<file path="config.mk">
export PLATFORM = sky130hd
export DESIGN_NAME = hls_to_rgb_converter
export DESIGN_NICKNAME = d
export VERILOG_FILES = /design/src/rtl/core/hls2rgb_pkg.sv /design/src/rtl/core/hls_to_rgb_converter.sv
export SDC_FILE = /design/constraint.sdc
export NUM_CORES = 2
export LEC_CHECK = 0
export ABC_AREA = 1
export BUFFER_PORTS_ARGS = -buffer_cell sky130_fd_sc_hd__buf_2
export CAP_MARGIN = 25
export CORE_MARGIN = 2
export CORE_UTILIZATION = 60
export DETAILED_ROUTE_END_ITERATION = 10
export GPL_TIMING_DRIVEN = 0
export PLACE_DENSITY = 0.84
export SYNTH_ARGS = -nofsm -noshare
export SYNTH_HDL_FRONTEND = slang
export SYNTH_SLANG_ARGS = --single-unit
export TNS_END_PERCENT = 50
</file>
<file path="constraint.sdc">
create_clock -name i_clk -period 38.7 [get_ports i_clk]
set_clock_uncertainty 0.05 [all_clocks]
set_input_delay 7.74 -clock i_clk [delete_from_list [all_inputs] [get_ports i_clk]]
set_output_delay 7.74 -clock i_clk [all_outputs]
set_load 0.005 [all_outputs]
</file>
<file path="src/rtl/core/hls2rgb_pkg.sv">
// ----------------------------------------------------------------------------
// hls2rgb_pkg
// Widths, fixed-point constants and small helpers for the HLS to RGB datapath
// ----------------------------------------------------------------------------
package hls2rgb_pkg;

    localparam int HUE_W     = 15;   // hue, 1/64 degree
    localparam int Q_W       = 17;   // Q1.16 fraction, 65536 is one
    localparam int FAC_W     = 12;   // ramp factor, 0..3840
    localparam int CH_W      = 16;   // output channel
    localparam int NUM_CH    = 3;
    localparam int S_TDATA_W = 56;
    localparam int M_TDATA_W = 48;

    // channel order: red, green, blue
    localparam int CH_RED   = 0;
    localparam int CH_GREEN = 1;
    localparam int CH_BLUE  = 2;

    localparam logic [15:0]    TURN     = 16'd23040;
    localparam logic [15:0]    DEG120   = 16'd7680;
    localparam logic [15:0]    DEG240   = 16'd15360;
    localparam logic [14:0]    H_DEG60  = 15'd3840;
    localparam logic [14:0]    H_DEG180 = 15'd11520;
    localparam logic [14:0]    H_DEG240 = 15'd15360;
    localparam logic [Q_W-1:0] ONE_Q16  = 17'd65536;
    localparam logic [Q_W-1:0] HALF_Q16 = 17'd32768;

    // floor(a / 15) = (a * RECIP15) >> RECIP_SH, exact for a < 2^20
    localparam logic [20:0] RECIP15  = 21'd1118482;
    localparam int          RECIP_SH = 24;

    typedef logic [HUE_W-1:0] t_hue;
    typedef logic [Q_W-1:0]   t_q16;
    typedef logic [FAC_W-1:0] t_fac;
    typedef logic [CH_W-1:0]  t_chan;

    // subtract one turn at most once
    function automatic t_hue wrap_turn(input logic [15:0] h);
        logic [15:0] w;
        w = (h >= TURN) ? (h - TURN) : h;
        return w[HUE_W-1:0];
    endfunction

    // weight of (m2 - m1) over 60 degrees: rising ramp, plateau, falling ramp, floor
    function automatic t_fac ramp_factor(input t_hue x);
        logic [14:0] d;
        t_fac        f;
        d = H_DEG240 - x;
        if (x < H_DEG60) begin
            f = x[FAC_W-1:0];
        end else if (x < H_DEG180) begin
            f = H_DEG60[FAC_W-1:0];
        end else if (x < H_DEG240) begin
            f = d[FAC_W-1:0];
        end else begin
            f = '0;
        end
        return f;
    endfunction

endpackage

</file>
<file path="src/rtl/core/hls_to_rgb_converter.sv">
// ----------------------------------------------------------------------------
// hls_to_rgb_converter
// Six-stage pipelined conversion of hue, lightness, saturation to 16-bit RGB
// ----------------------------------------------------------------------------
// Takes one HLS beat per clock while the pipeline is not full and stalled,
// and returns one RGB beat per input beat, in order, from the output register.
// Throughput is one pixel per clock while the output side is not stalled; the
// per-stage handshake lets bubbles collapse, so the input keeps flowing while
// a finished pixel waits at the output register, as long as an empty stage
// remains. Hue is in 1/64 degree (one turn is 23040; values up to 32767 are
// wrapped once), lightness and saturation are Q1.16 (65536 is one, larger
// values clamp to one). Pipeline: 1 hue wrap, channel offsets and clamping,
// 2 l*s multiply and ramp factors, 3 m1 / m2 / span, 4 span*factor multiply,
// 5 divide by 60 degrees as shift plus reciprocal multiply, 6 add m1 and scale
// to 16 bits into the output register. Zero saturation falls out as gray
// because m1 equals m2 equals l then.
// ----------------------------------------------------------------------------
module hls_to_rgb_converter (
    input  logic                               i_clk,
    input  logic                               i_rst_n,
    input  logic                               i_s_axis_tvalid,
    output logic                               o_s_axis_tready,
    // [14:0] hue, [31:15] lightness, [48:32] saturation, [55:49] zero
    input  logic [hls2rgb_pkg::S_TDATA_W-1:0]  i_s_axis_tdata,
    output logic                               o_m_axis_tvalid,
    input  logic                               i_m_axis_tready,
    // [15:0] red, [31:16] green, [47:32] blue
    output logic [hls2rgb_pkg::M_TDATA_W-1:0]  o_m_axis_tdata
);
    import hls2rgb_pkg::*;

    localparam int NSTG = 6;

    // valid bit per stage, advance enable per stage
    logic [NSTG-1:0] r_vld;
    logic [NSTG-1:0] n_vld;
    logic [NSTG-1:0] adv;

    // stage 1: wrapped channel hues, clamped l and s
    t_hue  r1_hue [NUM_CH];
    t_q16  r1_l;
    t_q16  r1_s;
    // stage 2: l*s, ramp factors
    t_q16  r2_prod;
    t_q16  r2_l;
    t_q16  r2_s;
    t_fac  r2_fac [NUM_CH];
    // stage 3: m1 and span
    t_q16  r3_m1;
    t_q16  r3_span;
    t_fac  r3_fac [NUM_CH];
    // stage 4: span * factor
    logic [28:0] r4_pr [NUM_CH];
    t_q16  r4_m1;
    // stage 5: ramp value above m1
    t_q16  r5_q [NUM_CH];
    t_q16  r5_m1;
    // stage 6: output register
    t_chan r6_ch [NUM_CH];

    // combinational next values
    t_hue        n1_hue [NUM_CH];
    t_hue        n1_hw;
    t_q16        n1_l;
    t_q16        n1_s;
    logic [33:0] n2_ls;
    logic [17:0] n3_m2;
    logic [17:0] n3_m1;
    logic [17:0] n3_span;
    logic [40:0] n5_full [NUM_CH];
    logic [17:0] n6_v [NUM_CH];
    t_chan       n6_ch [NUM_CH];

    // a stage moves when it is empty or the next one moves
    always_comb begin
        adv[NSTG-1] = ~r_vld[NSTG-1] | i_m_axis_tready;
        for (int i = NSTG - 2; i >= 0; i--) begin
            adv[i] = ~r_vld[i] | adv[i+1];
        end
        n_vld[0] = adv[0] ? i_s_axis_tvalid : r_vld[0];
        for (int i = 1; i < NSTG; i++) begin
            n_vld[i] = adv[i] ? r_vld[i-1] : r_vld[i];
        end
    end

    assign o_s_axis_tready = adv[0];
    assign o_m_axis_tvalid = r_vld[NSTG-1];
    assign o_m_axis_tdata  = {r6_ch[CH_BLUE], r6_ch[CH_GREEN], r6_ch[CH_RED]};

    always_ff @(posedge i_clk) begin
        if (!i_rst_n) begin
            r_vld <= '0;
        end else begin
            r_vld <= n_vld;
        end
    end

    // stage 1: hue wrap, +120 / -120 degree offsets, clamp to one
    always_comb begin
        n1_hw  = wrap_turn({1'b0, i_s_axis_tdata[HUE_W-1:0]});
        n1_hue[CH_RED]   = wrap_turn({1'b0, n1_hw} + DEG120);
        n1_hue[CH_GREEN] = n1_hw;
        n1_hue[CH_BLUE]  = wrap_turn({1'b0, n1_hw} + DEG240);
        n1_l = i_s_axis_tdata[31:15];
        n1_s = i_s_axis_tdata[48:32];
        if (n1_l > ONE_Q16) begin
            n1_l = ONE_Q16;
        end
        if (n1_s > ONE_Q16) begin
            n1_s = ONE_Q16;
        end
    end

    // stages 2 and 3: l*s, then m2 by the lightness half rule, m1 = 2l - m2, span = m2 - m1
    always_comb begin
        n2_ls = r1_l * r1_s;
        if (r2_l < HALF_Q16) begin
            n3_m2 = {1'b0, r2_l} + {1'b0, r2_prod};
        end else begin
            n3_m2 = {1'b0, r2_l} + {1'b0, r2_s} - {1'b0, r2_prod};
        end
        n3_m1   = {r2_l, 1'b0} - n3_m2;
        n3_span = n3_m2 - n3_m1;
    end

    // stages 5 and 6: divide by 3840 = 256 * 15, add m1, scale by 65535/65536
    always_comb begin
        for (int c = 0; c < NUM_CH; c++) begin
            n5_full[c] = r4_pr[c][27:8] * RECIP15;
            n6_v[c]    = {1'b0, r5_m1} + {1'b0, r5_q[c]};
            // v*65535 >> 16 is v-1 for 0 < v <= one
            n6_ch[c]   = (n6_v[c] == 18'd0) ? '0 : n6_v[c][CH_W-1:0] - 1'b1;
        end
    end

    always_ff @(posedge i_clk) begin
        if (adv[0]) begin
            r1_hue <= n1_hue;
            r1_l   <= n1_l;
            r1_s   <= n1_s;
        end
        if (adv[1]) begin
            r2_prod <= n2_ls[32:16];
            r2_l    <= r1_l;
            r2_s    <= r1_s;
            for (int c = 0; c < NUM_CH; c++) begin
                r2_fac[c] <= ramp_factor(r1_hue[c]);
            end
        end
        if (adv[2]) begin
            r3_m1   <= n3_m1[Q_W-1:0];
            r3_span <= n3_span[Q_W-1:0];
            r3_fac  <= r2_fac;
        end
        if (adv[3]) begin
            r4_m1 <= r3_m1;
            for (int c = 0; c < NUM_CH; c++) begin
                r4_pr[c] <= r3_span * r3_fac[c];
            end
        end
        if (adv[4]) begin
            r5_m1 <= r4_m1;
            for (int c = 0; c < NUM_CH; c++) begin
                r5_q[c] <= n5_full[c][RECIP_SH+Q_W-1:RECIP_SH];
            end
        end
        if (adv[5]) begin
            r6_ch <= n6_ch;
        end
    end

endmodule

</file>
==> impl_metrics.yaml <==
synth:
  synth-xor-area-share: 0.03414
  synth_top_family_by_area: "adder cells"
  netlist.area_leader.share: 0.2502
  synthMuxAreaShare: 0
  synth_seq_cells: 416
  syn_area_per_cell_um2: 8.241
  synth_area_leaders: "fa_1 (25%), edfxtp_1 (20%), ha_1 (16%), inv_1 (12%), nand2_1 (10%)"
  synth_enable_flop_cells: 410
  ys.flop_type: "edfxtp_1"
  synthSimpleGateAreaFrac: 0.1541
  synth_compound_area_frac: 0.07033
  ys_warn_count: 0
  synth_fa_ha_area_frac: 0.4113
  async_reset_ff_frac: 0
  netlist_area_um2: 62820
  synth_area_leader_cell: "fa_1"
  ys_seq_area_frac: 0.1979
  yosys.cell_types.count: 67
  synthCells: 7622
status:
  outcome: "complete, no violations"
critical_path:
  cp_max_fo: 79
  crit_family: "buffers and inverters"
  path_class: "primary input to output pin"
  max_stage_delay_ns: 0.73
  crit_top_cell: "nor2_1"
  r2r_slack_ns: 31.33
  startpoint_type: "primary input"
  worstPathCellList: "buf_2 -> nor2_1 -> inv_2 -> nor2_1 -> inv_2 -> buf_12 -> nor2_1 -> inv_4 -> nor2_1 -> inv_2 -> nor2_1 -> nand2_4 -> buf_2"
  crit_buf_inv: 7
  endpoint_kind: "output pin"
  slowest_stage: "nand2_4"
  critPathRequiredTime_ns: 30.91
  arrival_ns: 12.35
global_routing:
  grt_usage: 0.2978
  grt_max_degree: 80
  overflow: 0
  grt_pass1_wl_um: 254500
  grt_pass1_vias: 51360
  antenna_found_initial: 3
timing:
  min_period_ns: 20.14
  setup_tns_ns: 0
  rsz0062_at_grt: "no"
  fin_crit_sh: 0.5203
  drv_slew: 0
  hold_viol: 0
  clock.fmax_ghz: 0.04966
  relSlewSlack: 0.3034
  worst_pin_slew_ns: 1.045
  report.final.setup_viol: 0
run:
  max-cap-violations: 0
floorplanning:
  core_um2: 103600
  die_y_um: 327.6
  io_pins: 110
  dieArea_um2: 107300
  rows: 118
  initial_core_util: 0.6061
  die_width_um: 327.6
placed_design:
  numPortBuffers: 102
  place_area_um2: 65220
  dp_hpwl_um: 131400
  place_congestion: 0.9886
detailed_routing:
  route.vias.total: 50060
  avgViaCountPerCell: 5.430
  dr.pass1.iters: 7
  wirelength_um: 157000
  wl_per_cell_um: 17.04
  drt-initial-drc-count: 4122
  detail-route-antenna-nets: 0
  drcViolationCount: 0
worst_hold_path:
  hp-class: "register to register"
clocking:
  cts_root_buffer: "clkbuf_16"
  numCtsBuffers: 48
  post_cts_buffers: 0
  cts_resized: 0
  cts_tree: "built"
  path_clk_slew_ns: 0.06
  clock_path_buffers: 3
  clock-sinks: 416
  cts_hold_buf: 0
  h-tree-depth: 2
  clk_latency_ns: 0.63
finish:
  num-fill-cells: 8372
  final_cell_area_um2: 66860
  antenna_cells: 0
  multiInputGateArea_um2: 42180
  drive_gt1_frac: 0.03381
  nets: 9454
  regArea_um2: 12430
  area_delta_synth_final_pct: 6.444
==> layout by cell type (no fill, tap or decap), types with 29 or more instances in the layout <==
master,netlist,layout
xnor2_1,62,62
nand2_1,1689,1688
buf_2,3,105
clkbuf_16,0,51
a21oi_1,351,351
edfxtp_1,410,410
nor2_1,343,343
inv_1,1982,1977
o21bai_1,29,29
fa_1,785,785
nand4_1,45,45
nand3_1,188,188
clkbuf_1,207,216
ha_1,809,809
a21o_1,34,34
nor3_1,48,48
xor2_1,168,168
o21ai_0,198,198
==> worst paths after layout <==
kind                                       from         endpoint  cells after the start
worst max-delay path            i_m_axis_tready  o_s_axis_tready                     13
worst min-delay path                  r2_fac[5]        r3_fac[5]                      0
worst max register to register          r1_l[7]      r2_prod[11]                     24
worst min register to register        r2_fac[5]        r3_fac[5]                      0
==> area by class of cell <==
cell class | count | share of cell area
multi-input combinational | 5020 | 0.6309
sequential | 416 | 0.1859
inverter | 1998 | 0.1123
tap | 1380 | 0.02582
clock buffer | 62 | 0.02000
buffer | 211 | 0.01196
timing repair buffer | 105 | 0.008533
clock inverter | 26 | 0.004603
==> routing by layer <==
| layer | global-route usage | routed length, um | vias up |
|---|---|---|---|
| li1 | - | - | 23680 |
| met2 | 0.5074 | 74740 | 2183 |
| met3 | 0.04681 | 12680 | 490 |
| met1 | 0.3700 | 61110 | 23700 |
| met4 | 0.1445 | 8473 | 4 |
| met5 | 0 | 27 | - |
==> per-stage QoR <==
step	std cells	hold slack (ns)	worst slack, ns	util
6_report	9218	0.3672	18.56	0.6451
5_1_grt	9218	0.3708	18.05	0.6451
4_1_cts	9218	0.3674	18.45	0.6451
3_5_place_dp	9130	0.3545	18.49	0.6292
3_3_place_gp	9127	0.3530	12.61	0.6285
2_1_floorplan	7645	0.3503	15.89	-
==> flip-flops by register name (all words and copies together), names as in the netlist, 16 cells and up <==
signal / count
o_m_axis_tdata: 48
r1_hue: 27
r1_l: 17
r1_s: 17
r2_fac: 36
r2_l: 17
r2_prod: 17
r2_s: 17
r3_fac: 36
r3_m1: 17
r3_span: 16
r4_m1: 17
r4_pr: 60
r5_m1: 17
r5_q: 51
==> cells in the mapped netlist, drive strengths merged (5+ instances only) <==
master / instances
inv: 1994
nand2: 1704
ha: 809
fa: 785
edfxtp: 410
a21oi: 355
nor2: 353
o21ai: 210
clkbuf: 207
nand3: 189
xor2: 169
xnor2: 69
nand4: 48
nor3: 48
a21o: 34
o21bai: 29
a31oi: 23
o22ai: 22
o21a: 21
nor4: 19
o211ai: 16
a21boi: 15
nand3b: 13
or2: 10
o221ai: 8
a221oi: 7
dfxtp: 6
a211oi: 5
a32oi: 5
==> kinds of logic (layout without fill, tap and decap cells) <==
kind of cell / after synthesis / after routing
xor gates and xnor gates: 238 / 238
adders and majority gates: 1594 / 1594
DFF: 416 / 416
and+or+nand+nor: 2393 / 2393
other: 1 / 24
AOI/OAI and AO/OA: 771 / 771
buffers and inverters: 2209 / 2402
Power is left out: the tool's default activity adds up to more than one toggle a clock period on the data nets, which glitch-free logic cannot reach.
